**src/hdl/assert_macros.svh**
```systemverilog
`ifndef ASSERT_MACROS_SVH
`define ASSERT_MACROS_SVH

// Clocked check that is switched off while reset is held.
`define LSTF_ASSERT(lbl, clk, rst_n, prop, msg) \
    lbl: assert property (@(posedge clk) disable iff (!(rst_n)) (prop)) else $error(msg);

// Clocked check that also holds during reset.
`define LSTF_ASSERT_ALWAYS(lbl, clk, prop, msg) \
    lbl: assert property (@(posedge clk) (prop)) else $error(msg);

`endif

```
**src/hdl/lstf_pkg.sv**
```systemverilog
`timescale 1ns / 1ps

package lstf_pkg;

    // Channel and color geometry.
    localparam int CH_W    = 8;
    localparam int LANES   = 3;
    localparam int COLOR_W = CH_W * LANES;
    localparam int PIX_W   = 5;
    localparam int ACT_W   = 6;
    localparam int IN_TW   = 8;
    localparam int OUT_TW  = 32;

    // Configuration port.
    localparam int CFG_AW = 2;
    localparam int CFG_W  = COLOR_W;
    localparam logic [CFG_AW-1:0] CFG_HEAD_COLOR  = 2'd0;
    localparam logic [CFG_AW-1:0] CFG_DIM_DIVISOR = 2'd1;
    localparam logic [CFG_AW-1:0] CFG_ACTIVE_LEDS = 2'd2;

    localparam logic [COLOR_W-1:0] RST_HEAD_COLOR  = 24'hFF0000;
    localparam logic [CH_W-1:0]    RST_DIM_DIVISOR = 8'd2;
    localparam logic [ACT_W-1:0]   RST_ACTIVE_LEDS = 6'd32;

    // Divider: quotient bits resolved per cycle.
    localparam int DIV_STEPS  = 4;
    localparam int DIV_CYCLES = CH_W / DIV_STEPS;
    localparam int DIV_CNT_W  = $clog2(DIV_CYCLES);

    typedef enum logic [1:0] {
        PM_KEEP,
        PM_HEAD,
        PM_DIM
    } t_pix_mode;

    typedef struct packed {
        logic      rd_en;
        logic      div_start;
        logic      put;
        logic      last;
        t_pix_mode mode;
    } t_cmd;

    typedef struct packed {
        logic div_done;
        logic out_free;
    } t_status;

endpackage

```
**src/hdl/lstf_div.sv**
```systemverilog
`timescale 1ns / 1ps

module lstf_div (
    input  logic                             i_clk,
    input  logic                             i_rst_n,
    input  logic                             i_start,
    input  logic [lstf_pkg::COLOR_W-1:0]     i_num,
    input  logic [lstf_pkg::CH_W-1:0]        i_den,
    output logic                             o_done,
    output logic [lstf_pkg::COLOR_W-1:0]     o_quo
);

    localparam int CH_W  = lstf_pkg::CH_W;
    localparam int LANES = lstf_pkg::LANES;
    localparam logic [lstf_pkg::DIV_CNT_W-1:0] CNT_LAST =
        lstf_pkg::DIV_CNT_W'(lstf_pkg::DIV_CYCLES - 1);

    logic                              r_busy;
    logic                              r_done;
    logic [lstf_pkg::DIV_CNT_W-1:0]    r_cnt;
    logic [CH_W-1:0]                   r_den;
    logic [CH_W-1:0]                   r_rem [LANES];
    logic [CH_W-1:0]                   r_num [LANES];
    logic [CH_W-1:0]                   n_rem [LANES];
    logic [CH_W-1:0]                   n_num [LANES];

    // Restoring division, one quotient bit per step; the dividend register
    // shifts out its bits and takes in the quotient bits.
    always_comb begin
        logic [CH_W:0]   t;
        logic [CH_W-1:0] rem;
        logic [CH_W-1:0] num;
        for (int l = 0; l < LANES; l++) begin
            rem = r_rem[l];
            num = r_num[l];
            for (int k = 0; k < lstf_pkg::DIV_STEPS; k++) begin
                t   = {rem, num[CH_W-1]};
                num = {num[CH_W-2:0], 1'b0};
                if (t >= {1'b0, r_den}) begin
                    t      = t - {1'b0, r_den};
                    num[0] = 1'b1;
                end
                rem = t[CH_W-1:0];
            end
            n_rem[l] = rem;
            n_num[l] = num;
        end
    end

    always_ff @(posedge i_clk) begin
        if (!i_rst_n) begin
            r_busy <= 1'b0;
            r_done <= 1'b0;
            r_cnt  <= '0;
        end else begin
            r_done <= 1'b0;
            if (i_start) begin
                r_busy <= 1'b1;
                r_cnt  <= '0;
            end else if (r_busy) begin
                r_cnt <= r_cnt + 1'b1;
                if (r_cnt == CNT_LAST) begin
                    r_busy <= 1'b0;
                    r_done <= 1'b1;
                end
            end
        end
    end

    always_ff @(posedge i_clk) begin
        if (i_start) begin
            r_den <= i_den;
            for (int l = 0; l < LANES; l++) begin
                r_rem[l] <= '0;
                r_num[l] <= i_num[l*CH_W +: CH_W];
            end
        end else if (r_busy) begin
            for (int l = 0; l < LANES; l++) begin
                r_rem[l] <= n_rem[l];
                r_num[l] <= n_num[l];
            end
        end
    end

    always_comb begin
        for (int l = 0; l < LANES; l++) begin
            o_quo[l*CH_W +: CH_W] = r_num[l];
        end
    end

    assign o_done = r_done;

endmodule

```
**src/hdl/lstf_datapath.sv**
```systemverilog
`timescale 1ns / 1ps

module lstf_datapath #(
    parameter int MAX_LEDS = 32,
    parameter int IDX_W    = $clog2(MAX_LEDS)
) (
    input  logic                              i_clk,
    input  logic                              i_rst_n,
    input  logic                              i_cfg_we,
    input  logic [lstf_pkg::CFG_AW-1:0]       i_cfg_idx,
    input  logic [lstf_pkg::CFG_W-1:0]        i_cfg_wdata,
    input  lstf_pkg::t_cmd                    i_cmd,
    input  logic [IDX_W-1:0]                  i_idx,
    output lstf_pkg::t_status                 o_status,
    output logic [IDX_W-1:0]                  o_n_last,
    output logic                              o_m_tvalid,
    input  logic                              i_m_tready,
    output logic [lstf_pkg::OUT_TW-1:0]       o_m_tdata,
    output logic                              o_m_tlast
);

    localparam int CH_W    = lstf_pkg::CH_W;
    localparam int COLOR_W = lstf_pkg::COLOR_W;
    localparam int PIX_W   = lstf_pkg::PIX_W;
    localparam int ACT_W   = lstf_pkg::ACT_W;
    localparam int NW      = $clog2(MAX_LEDS + 1);
    localparam int CW      = (NW > ACT_W) ? NW : ACT_W;

    logic [COLOR_W-1:0]  r_head_color;
    logic [CH_W-1:0]     r_dim_div;
    logic [ACT_W-1:0]    r_active;

    logic [COLOR_W-1:0]  r_mem [MAX_LEDS];
    logic [MAX_LEDS-1:0] r_valid;
    logic [COLOR_W-1:0]  r_rd_data;
    logic                r_rd_ok;

    logic                r_out_valid;
    logic [lstf_pkg::OUT_TW-1:0] r_out_data;
    logic                r_out_last;

    logic [CW-1:0]       act_ext;
    logic [CW-1:0]       n_len;
    logic [CW-1:0]       n_last_w;
    logic [CH_W-1:0]     den;
    logic [COLOR_W-1:0]  cur_pix;
    logic [COLOR_W-1:0]  new_pix;
    logic [COLOR_W-1:0]  div_quo;
    logic                div_done;
    logic [PIX_W+IDX_W-1:0] idx_ext;

    always_ff @(posedge i_clk) begin
        if (!i_rst_n) begin
            r_head_color <= lstf_pkg::RST_HEAD_COLOR;
            r_dim_div    <= lstf_pkg::RST_DIM_DIVISOR;
            r_active     <= lstf_pkg::RST_ACTIVE_LEDS;
        end else if (i_cfg_we) begin
            unique case (i_cfg_idx)
                lstf_pkg::CFG_HEAD_COLOR:  r_head_color <= i_cfg_wdata;
                lstf_pkg::CFG_DIM_DIVISOR: r_dim_div    <= i_cfg_wdata[CH_W-1:0];
                lstf_pkg::CFG_ACTIVE_LEDS: r_active     <= i_cfg_wdata[ACT_W-1:0];
                default: ;
            endcase
        end
    end

    // Strip length clamped to the range the store supports.
    always_comb begin
        act_ext = CW'(r_active);
        if (act_ext < CW'(2)) begin
            n_len = CW'(2);
        end else if (act_ext > CW'(MAX_LEDS)) begin
            n_len = CW'(MAX_LEDS);
        end else begin
            n_len = act_ext;
        end
        n_last_w = n_len - 1'b1;
    end

    assign o_n_last = n_last_w[IDX_W-1:0];
    assign den      = (r_dim_div == '0) ? CH_W'(1) : r_dim_div;

    // A pixel never written since reset reads as black.
    assign cur_pix = r_rd_ok ? r_rd_data : '0;

    lstf_div u_div (
        .i_clk   (i_clk),
        .i_rst_n (i_rst_n),
        .i_start (i_cmd.div_start),
        .i_num   (cur_pix),
        .i_den   (den),
        .o_done  (div_done),
        .o_quo   (div_quo)
    );

    always_comb begin
        unique case (i_cmd.mode)
            lstf_pkg::PM_HEAD: new_pix = r_head_color;
            lstf_pkg::PM_DIM:  new_pix = div_quo;
            default:           new_pix = cur_pix;
        endcase
    end

    always_ff @(posedge i_clk) begin
        if (i_cmd.rd_en) begin
            r_rd_data <= r_mem[i_idx];
            r_rd_ok   <= r_valid[i_idx];
        end
        if (i_cmd.put) begin
            r_mem[i_idx] <= new_pix;
        end
    end

    always_ff @(posedge i_clk) begin
        if (!i_rst_n) begin
            r_valid <= '0;
        end else if (i_cmd.put) begin
            r_valid[i_idx] <= 1'b1;
        end
    end

    assign idx_ext = {PIX_W'(0), i_idx};

    always_ff @(posedge i_clk) begin
        if (!i_rst_n) begin
            r_out_valid <= 1'b0;
        end else if (i_cmd.put) begin
            r_out_valid <= 1'b1;
        end else if (i_m_tready) begin
            r_out_valid <= 1'b0;
        end
    end

    always_ff @(posedge i_clk) begin
        if (i_cmd.put) begin
            r_out_data <= lstf_pkg::OUT_TW'({new_pix[CH_W-1:0],
                                             new_pix[2*CH_W-1:CH_W],
                                             new_pix[3*CH_W-1:2*CH_W],
                                             idx_ext[PIX_W-1:0]});
            r_out_last <= i_cmd.last;
        end
    end

    assign o_status.div_done = div_done;
    assign o_status.out_free = !r_out_valid || i_m_tready;

    assign o_m_tvalid = r_out_valid;
    assign o_m_tdata  = r_out_data;
    assign o_m_tlast  = r_out_last;

endmodule

```
**src/hdl/lstf_ctrl.sv**
```systemverilog
`timescale 1ns / 1ps

module lstf_ctrl #(
    parameter int MAX_LEDS = 32,
    parameter int IDX_W    = $clog2(MAX_LEDS)
) (
    input  logic                        i_clk,
    input  logic                        i_rst_n,
    input  logic                        i_s_tvalid,
    input  logic                        i_step,
    output logic                        o_s_tready,
    input  lstf_pkg::t_status           i_status,
    input  logic [IDX_W-1:0]            i_n_last,
    output lstf_pkg::t_cmd              o_cmd,
    output logic [IDX_W-1:0]            o_idx
);

    typedef enum logic [2:0] {
        S_IDLE,
        S_READ,
        S_LOAD,
        S_DIV,
        S_PUT
    } t_state;

    t_state             r_state;
    logic [IDX_W-1:0]   r_head;
    logic               r_sweep;
    logic               r_rev;
    logic [IDX_W-1:0]   r_pos;
    logic [IDX_W-1:0]   r_idx;

    logic [IDX_W:0]     fwd_next;
    logic [IDX_W-1:0]   fwd_pos;
    logic [IDX_W-1:0]   rev_pos;
    logic               is_last;
    lstf_pkg::t_pix_mode mode;

    // Head for this tick; a head left beyond a shortened strip saturates.
    assign fwd_next = {1'b0, r_head} + 1'b1;
    assign fwd_pos  = (fwd_next > {1'b0, i_n_last}) ? i_n_last : fwd_next[IDX_W-1:0];
    assign rev_pos  = (r_head > i_n_last) ? i_n_last : r_head;
    assign is_last  = (r_idx == i_n_last);

    // Forward ticks dim the pixels below the head, reverse ticks those above.
    always_comb begin
        if (r_idx == r_pos) begin
            mode = lstf_pkg::PM_HEAD;
        end else if ((!r_rev && r_idx < r_pos) || (r_rev && r_idx > r_pos)) begin
            mode = lstf_pkg::PM_DIM;
        end else begin
            mode = lstf_pkg::PM_KEEP;
        end
    end

    always_ff @(posedge i_clk) begin
        if (!i_rst_n) begin
            r_state <= S_IDLE;
            r_head  <= '0;
            r_sweep <= 1'b0;
            r_rev   <= 1'b0;
            r_pos   <= '0;
            r_idx   <= '0;
        end else begin
            unique case (r_state)
                S_IDLE: begin
                    if (i_s_tvalid && i_step) begin
                        r_rev <= r_sweep;
                        r_idx <= '0;
                        if (!r_sweep) begin
                            r_pos  <= fwd_pos;
                            r_head <= fwd_pos;
                            if (fwd_pos >= i_n_last) begin
                                r_sweep <= 1'b1;
                            end
                        end else begin
                            r_pos <= rev_pos;
                            if (rev_pos == '0) begin
                                r_head  <= '0;
                                r_sweep <= 1'b0;
                            end else begin
                                r_head <= rev_pos - 1'b1;
                            end
                        end
                        r_state <= S_READ;
                    end
                end
                S_READ: begin
                    r_state <= S_LOAD;
                end
                S_LOAD: begin
                    r_state <= (mode == lstf_pkg::PM_DIM) ? S_DIV : S_PUT;
                end
                S_DIV: begin
                    if (i_status.div_done) begin
                        r_state <= S_PUT;
                    end
                end
                S_PUT: begin
                    if (i_status.out_free) begin
                        if (is_last) begin
                            r_state <= S_IDLE;
                        end else begin
                            r_idx   <= r_idx + 1'b1;
                            r_state <= S_READ;
                        end
                    end
                end
                default: r_state <= S_IDLE;
            endcase
        end
    end

    assign o_s_tready      = (r_state == S_IDLE);
    assign o_cmd.rd_en     = (r_state == S_READ);
    assign o_cmd.div_start = (r_state == S_LOAD) && (mode == lstf_pkg::PM_DIM);
    assign o_cmd.put       = (r_state == S_PUT) && i_status.out_free;
    assign o_cmd.last      = is_last;
    assign o_cmd.mode      = mode;
    assign o_idx           = r_idx;

`include "assert_macros.svh"

    `LSTF_ASSERT(a_done_in_div, i_clk, i_rst_n, i_status.div_done |-> (r_state == S_DIV), "divider finished outside the divide wait")
    `LSTF_ASSERT(a_div_entry, i_clk, i_rst_n, (r_state == S_DIV) |-> ($past(r_state) == S_LOAD || $past(r_state) == S_DIV), "divide wait entered without a pixel load")
    `LSTF_ASSERT(a_last_idle, i_clk, i_rst_n, (o_cmd.put && o_cmd.last) |=> (r_state == S_IDLE), "frame did not end after its last pixel")

endmodule

```
**src/hdl/led_scanner_trail_fade.sv**
```systemverilog
`timescale 1ns / 1ps
// Channel   Dir  Handshake              Payload
// s (step)  in   i_s_tvalid/o_s_tready  i_s_tdata[0] step
// m (pixel) out  o_m_tvalid/i_m_tready  o_m_tdata index, red, green, blue; o_m_tlast
// cfg       in   i_cfg_we               i_cfg_idx, i_cfg_wdata
//
// A step beat with step set produces N pixel beats; each pixel is read, updated and
// written back through the single pixel store port: the head or an untouched pixel
// passes the read, load and put states, a dimmed one also waits in the divide state.
// A step beat with step clear is taken and produces nothing.
// Reset clears the store at once through per-pixel valid bits; no clearing pass.
// A stalled output holds the frame at that pixel; the last beat may wait while
// the next step beat is taken.

module led_scanner_trail_fade #(
    parameter int MAX_LEDS = 32
) (
    input  logic                           i_clk,
    input  logic                           i_rst_n,
    input  logic                           i_s_tvalid,
    output logic                           o_s_tready,
    input  logic [lstf_pkg::IN_TW-1:0]     i_s_tdata,   // [0] step
    output logic                           o_m_tvalid,
    input  logic                           i_m_tready,
    output logic [lstf_pkg::OUT_TW-1:0]    o_m_tdata,   // [4:0] pixel_index, [12:5] red,
                                                        // [20:13] green, [28:21] blue
    output logic                           o_m_tlast,   // last_pixel
    input  logic                           i_cfg_we,
    input  logic [lstf_pkg::CFG_AW-1:0]    i_cfg_idx,
    input  logic [lstf_pkg::CFG_W-1:0]     i_cfg_wdata
);

    localparam int IDX_W = $clog2(MAX_LEDS);

    lstf_pkg::t_cmd    cmd;
    lstf_pkg::t_status status;
    logic [IDX_W-1:0]  idx;
    logic [IDX_W-1:0]  n_last;

    lstf_ctrl #(
        .MAX_LEDS (MAX_LEDS),
        .IDX_W    (IDX_W)
    ) u_ctrl (
        .i_clk      (i_clk),
        .i_rst_n    (i_rst_n),
        .i_s_tvalid (i_s_tvalid),
        .i_step     (i_s_tdata[0]),
        .o_s_tready (o_s_tready),
        .i_status   (status),
        .i_n_last   (n_last),
        .o_cmd      (cmd),
        .o_idx      (idx)
    );

    lstf_datapath #(
        .MAX_LEDS (MAX_LEDS),
        .IDX_W    (IDX_W)
    ) u_datapath (
        .i_clk       (i_clk),
        .i_rst_n     (i_rst_n),
        .i_cfg_we    (i_cfg_we),
        .i_cfg_idx   (i_cfg_idx),
        .i_cfg_wdata (i_cfg_wdata),
        .i_cmd       (cmd),
        .i_idx       (idx),
        .o_status    (status),
        .o_n_last    (n_last),
        .o_m_tvalid  (o_m_tvalid),
        .i_m_tready  (i_m_tready),
        .o_m_tdata   (o_m_tdata),
        .o_m_tlast   (o_m_tlast)
    );

endmodule
```
**config.mk**
```make
export PLATFORM = sky130hd
export DESIGN_NAME = led_scanner_trail_fade
export DESIGN_NICKNAME = d
export VERILOG_FILES = /design/src/hdl/lstf_pkg.sv /design/src/hdl/lstf_div.sv /design/src/hdl/lstf_datapath.sv /design/src/hdl/lstf_ctrl.sv /design/src/hdl/led_scanner_trail_fade.sv
export VERILOG_INCLUDE_DIRS = /design/src /design/src/hdl
export SDC_FILE = /design/constraint.sdc
export NUM_CORES = 1
export LEC_CHECK = 0
export BUFFER_PORTS_ARGS = -buffer_cell sky130_fd_sc_hd__buf_4
export CAP_MARGIN = 20
export CORE_MARGIN = 4
export CORE_UTILIZATION = 26
export CTS_CLUSTER_DIAMETER = 150
export DETAILED_ROUTE_END_ITERATION = 8
export PLACE_DENSITY = 0.43
export SKIP_LAST_GASP = 1
export SLEW_MARGIN = 20
export SYNTH_ARGS = -nofsm -noshare
export SYNTH_HDL_FRONTEND = slang
export SYNTH_HIERARCHICAL = 1
export SYNTH_SLANG_ARGS = --single-unit
```
**constraint.sdc**
```tcl
create_clock -name i_clk -period 24.1 [get_ports i_clk]
set_input_delay 2.41 -clock i_clk [delete_from_list [all_inputs] [get_ports i_clk]]
set_output_delay 2.41 -clock i_clk [all_outputs]
set_load 0.02 [all_outputs]
```
* Word-level counts from Yosys, hierarchy flattened
Memory sizes are Yosys's and may differ from the RTL's. A register that Yosys moved wholly into a read port is not among the register bits. Cells that the tools add are included.
Cells by class: add/subtract/negate cells 17, magnitude comparators 21, equal/unequal tests 14, mux-type cells 71, bitwise gates (word level) 9, reductions and logical operators 24
Operators by type and width (count):
- 8-bit two-way mux | 18
- 9-bit by 8-bit >= comparator with 1-bit output | 12
- 8-bit subtractor | 12
- 5-bit two-way mux | 10
- 24-bit case mux with 2 select lines | 1
- 32-bit OR | 1
- 1-bit two-way mux | 31
- 24-bit two-way mux | 1
- 3-bit case mux with 5 select lines | 1
- 3-bit two-way mux | 4
- 5-bit equality test | 2
- 5-bit > comparator | 2
- 5-bit case mux with 2 select lines | 1
- 5-bit by 1-bit subtractor with 5-bit output, second input constant | 2
- 8-bit logical NOT | 1
- 2-bit AND reduction | 4
- 5-bit by 1-bit adder with 6-bit output, second input constant | 1
- 3-bit by 2-bit equality test with 1-bit output, second input constant | 2
- 6-bit by 5-bit > comparator with 1-bit output | 1
- 6-bit > comparator, second input constant | 1
- 1-bit logical AND | 6
- 5-bit by 6-bit < comparator with 1-bit output, second input constant | 1
- 6-bit by 2-bit < comparator with 1-bit output, second input constant | 1
- 2-bit by 1-bit != test with 1-bit output, second input constant | 3
- other kinds (25) | 37
Storage, ports and cells: bits in registers 133, memory bits (writable) 816, input port bits 39, output and inout port bits 35, word-level logic and storage cells 177, memories kept 3
Memories:
- u_datapath.r_mem | words 32, bits a word 24, rd ports 1, clocked after Yosys merged registers in 1, write ports 1, RTL line lstf_datapath.sv:33 | logic [COLOR_W-1:0] r_mem [MAX_LEDS];
- u_datapath.u_div.r_num | words 3, bits a word 8, rd ports 3, clocked after Yosys merged registers in 0, write ports 3, RTL line lstf_div.sv:23 | logic [CH_W-1:0] r_num [LANES];
- u_datapath.u_div.r_rem | words 3, bits a word 8, rd ports 3, clocked after Yosys merged registers in 0, write ports 3, RTL line lstf_div.sv:22 | logic [CH_W-1:0] r_rem [LANES];

* Logic depth before layout (Yosys ltp)
depth in word-level cells 10, mapped depth 37, depth with buffers taken out 35

* Cells and area by module
Netlist, hierarchy kept.
Modules (own cells, without submodules):
- lstf_datapath | times used 1, cells an instance 2023, area each 34368.0 um^2, seq. area each 26135.1 um^2
- lstf_div | times used 1, cells an instance 822, area each 7268.2 um^2, seq. area each 1741.7 um^2
- lstf_ctrl | times used 1, cells an instance 239, area each 1898.1 um^2, seq. area each 400.4 um^2

* Worst setup path after synthesis
Ideal clock, no wire load.
path type register -> register, start point register u_datapath.u_div.r_den[1], end point memory u_datapath.u_div.r_rem[0][5], data pin, library setup time 268 ps, arrival 8100 ps, required time 23832 ps, slack 15732 ps, cell stages (with the launch flop) 32, path buffers 1, clock period less this slack 8368 ps, cell sequence edfxtp_1 -> inv_1 -> ha_1 -> o21ai_1 -> o21ai_1 -> a2111oi_4 -> clkbuf_1 -> mux2_2 -> ha_1 -> nand3_1 -> o211ai_1 -> nand3_1 -> o211ai_1 -> mux2i_1 -> ha_1 -> nor2b_1 -> o31a_1 -> o31a_1 -> o221ai_1 -> or3b_4 -> mux2i_4 -> mux2i_1 -> ha_1 -> nor2b_1 -> o21ai_0 -> a21boi_0 -> o21ai_0 -> a21oi_1 -> o31ai_1 -> or2b_2 -> nor2_4 -> o31ai_1
RTL lines:
- start, declared | RTL line lstf_div.sv:21 | logic [CH_W-1:0] r_den;
- start signal, assigned | RTL line lstf_div.sv:72 | r_den <= i_den;
- end, declared | RTL line lstf_div.sv:22

==> summary.md <==
| Metric | Value |
|---|---|
| Synth Warn # | 6 |
| Total detailed-routing wirelength | 136,000 um |
| CP dominant cell by count | a21oi_1 |
| CP endpoint kind | flop |
| Sw Ratio | 0.256 |
| FF-to-FF path depth | 33 |
| Post-synthesis async set-or-reset flop share | 0 |
| CP Max Fanout | 12 |
| Hold WS | 459 ps |
| Power, Total | 4.15 mW |
| Primary FF master, synth | edfxtp_1 |
| Clock power share | 0.387 |
| Relative slew slack | 0.286 |
| Slowest stage cell, crit path | a21oi_1 |
| RSZ-0062 raised after global routing | false |
| Cts bufs inserted | 106 |
| Area added between synthesis and finish | 16.1% |
| Clock Tree Buf Depth | 3 |
| Worst Path Required | 24,550 ps |
| WHS Path Cells | 0 |
| Post-Syn Instances | 3,084 |
| Die Y-Extent | 417 um |
| Post-synth top area cell | edfxtp_1 |
| Global-route wire length before repair | 193,000 um |
| Worst setup margin | 14,010 ps |
| Seq cells post-synth | 973 |
| Clk Latency, worst-skew pair | 720 ps |
| Setup Skew | 33.8 ps |
| Register share of total power | 0.488 |
| Vias post-DR | 26,542 |
| HPWL after detailed placement | 79,900 um |
| Final core utilization | 0.305 |
| Total die area | 174,000 um2 |
| Internal | 3.09 mW |
| Status | finished clean |
| GR Util All Layers | 0.153 |
| Share of layout cells above drive strength 1 | 0.143 |
| Initial antenna violation count | 3 |
| Final net count | 3,373 |
| Hold Path Sink | u_datapath/u_div/r_den[1] |
| Clock slew at reported path FFs | 60 ps |
| Routed met2 length | 67,000 um |
| Metal-1 WL | 61,100 um |
| EDFF count, synth | 879 |
| Dpl ws | 14,050 ps |
| Top delay family on crit path | compound AO/OA/AOI/OAI gates |
| Minimum clock period | 10,090 ps |
| RR Endpoint | u_datapath/u_div/r_num[0][8] |
| WP data arrival | 10,540 ps |
| Post-CTS Setup Inserts | 0 |
| DR WL met3 | 5230 um |
| Hold-fix buffer count after cts | 0 |
| IO Pins | 74 |
| Final Wtd Congestion | 0.770 |
| Final period utilization | 0.419 |
| DIE WIDTH | 417 um |
| Fillers | 16,453 |
| Port bufs | 63 |
| DR WL/cell | 24.8 um |
| Min-delay src | u_datapath/r_dim_div[1] |
| Worst slew pin tran | 1070 ps |
| Power Density | 82.1 nW/um2 |
| Synth top area cells | edfxtp_1, mux2i_1, dfxtp_1, ha_1, o22ai_1 |
| Initial Utilization | 0.263 |
| Cell row count | 149 |
| First-pass DRT Iterations | 5 |
| CTS tree | done |
| Final hold vios | 0 |
| Top cell type's share of synthesized area | 0.606 |
| ANT nets after route | 0 |
| Synth Cell Area | 43,500 um2 |
| R2R Setup Slk | 14,010 ps |
| Root Buffer | clkbuf_16 |
| CTS resizes | 0 |
| Seq/Total Area, Yosys | 0.650 |
| Synth Area per Inst | 14.1 um2 |
| Max-cap violation count | 0 |
| Switching power | 1.06 mW |
| DR iter-0 viols | 1,980 |
| Kind of critical path | reg -> reg |
| Unique masters post-synth | 92 |
| Buf+Inv Stages, Crit Path | 2 |
| Leakage | 16.8 nW |
| H-tree levels | 3 |
| VDD IR max | 0.0507 mV |
| Setup_tns | 0 ps |
| DRC viols | 0 |
| Slew Viols, Final | 0 |
| Crit-path max cell delay | 770 ps |
| Combinational fraction of design power | 0.125 |
| Vias per cell | 4.84 |
| Startpoint types | flop |
| Clock sinks | 973 |
| R2r startpoint | u_datapath/u_div/r_den[4] |
| Critical path depth in cells | 33 |
| Number of setup violations in the final report | 0 |
| Number of global-route vias before repair | 26,366 |
| Floorplan Core Area | 166,000 um2 |
| Top Metal Used | met4 |
| Fmax | 99.1 MHz |
| Hold Crit Class | reg -> reg |
| GR Overflow Total | 0 |
| Largest net degree at the start of global routing | 109 |
## Yosys cell counts (49+ instances only)
master	n
xnor2_1	49
inv_1	95
buf_2	79
ha_1	122
nand2_1	209
edfxtp_1	879
mux2i_1	428
a21oi_1	94
clkbuf_1	59
nor4_1	52
o22ai_1	201
o21ai_0	69
nand3_1	52
dfxtp_1	94
nor2_1	89
## power by group through the flow
stage	registers (mW)	clock network [mW]	logic, mW
finish	2.03	1.60	0.520
global route	2.03	1.72	0.569
CTS	2.03	1.65	0.527
detailed placement	2.06	0	0.526
global placement	2.06	0	0.523
floorplan	2.06	0	0.318
## logic make-up (layout without fill, tap and decap cells)
family / Yosys count / after routing / synth area share
xor+xnor: 72 / 72 / 0.0145
fa+ha+maj: 134 / 134 / 0.0406
flops: 973 / 973 / 0.650
buf+inv: 254 / 459 / 0.0264
other cells: 1 / 7 / 0.0000861
simple gates: 569 / 569 / 0.0654
mux: 469 / 469 / 0.110
compound gates: 612 / 612 / 0.0938
## how the worst max path moves through the flow
stage | start | endpoint | slack (ps)
detailed placement | u_datapath/u_div/r_den[4] | u_datapath/u_div/r_num[0][8] | 14050
CTS | u_datapath/u_div/r_den[4] | u_datapath/u_div/r_num[0][8] | 14020
finish | u_datapath/u_div/r_den[4] | u_datapath/u_div/r_num[0][8] | 14010
global route | u_datapath/u_div/r_den[4] | u_datapath/u_div/r_num[0][8] | 13200
floorplan | u_datapath/u_div/r_den[1] | u_datapath/u_div/r_rem[0][5] | 15730
global placement | u_datapath/u_div/r_den[4] | u_datapath/u_div/r_num[0][8] | 14080
## routing by layer
metal	GRT usage	vias up
met3	0.0226	130
met1	0.203	13708
met5	0	-
met2	0.262	513
li1	-	12191
met4	0.0387	0
## placed cells by master, fill, tap and decap left out, drive strengths merged, types with 15 or more instances in the layout
master / n
clkbuf: 137
a221oi: 26
a21o: 33
nor4: 52
a21boi: 27
nand2: 210
dfxtp: 94
clkinv: 45
edfxtp: 879
o21a: 47
a21oi: 97
ha: 122
inv: 101
nor2b: 28
o31ai: 16
a211oi: 15
xnor2: 49
o22ai: 201
nand4: 22
nand3: 52
o21ai: 83
xor2: 23
nand2b: 18
mux2i: 431
nor3: 33
nor2: 91
mux2: 38
buf: 164
## through the flow
step	area, um2	cells
floorplan	43500	3086
global placement	47100	5280
detailed placement	47100	5281
CTS	50500	5480
global route	50600	5481
finish	50600	5484
## final cells by class
type / count / area (um2) / share of cell area
sequential: 973 / 28300 / 0.559
clock inverter: 62 / 556 / 0.0110
tap: 2189 / 2740 / 0.0542
multi-input combinational: 1859 / 14500 / 0.287
clock buffer: 137 / 2850 / 0.0564
antenna: 4 / 10.0 / 0.000198
timing repair buffer: 164 / 1240 / 0.0246
inverter: 96 / 360 / 0.00713
## sequential cells by signal (all words and copies together) (netlist names), 3 cells and up
register	flops
u_datapath/u_div/r_den	8
u_datapath/r_valid	32
u_datapath/r_rd_data	24
u_datapath/r_dim_div	8
u_datapath/u_div/r_rem	24
u_datapath/act_ext	6
u_ctrl/r_head	5
u_datapath/o_m_tdata	29
u_ctrl/r_state	3
u_ctrl/o_idx	5
u_datapath/u_div/r_num	24
u_ctrl/r_pos	5
u_datapath/r_head_color	24
u_datapath/r_mem	768
No activity file was read; power rests on OpenSTA's default activity.
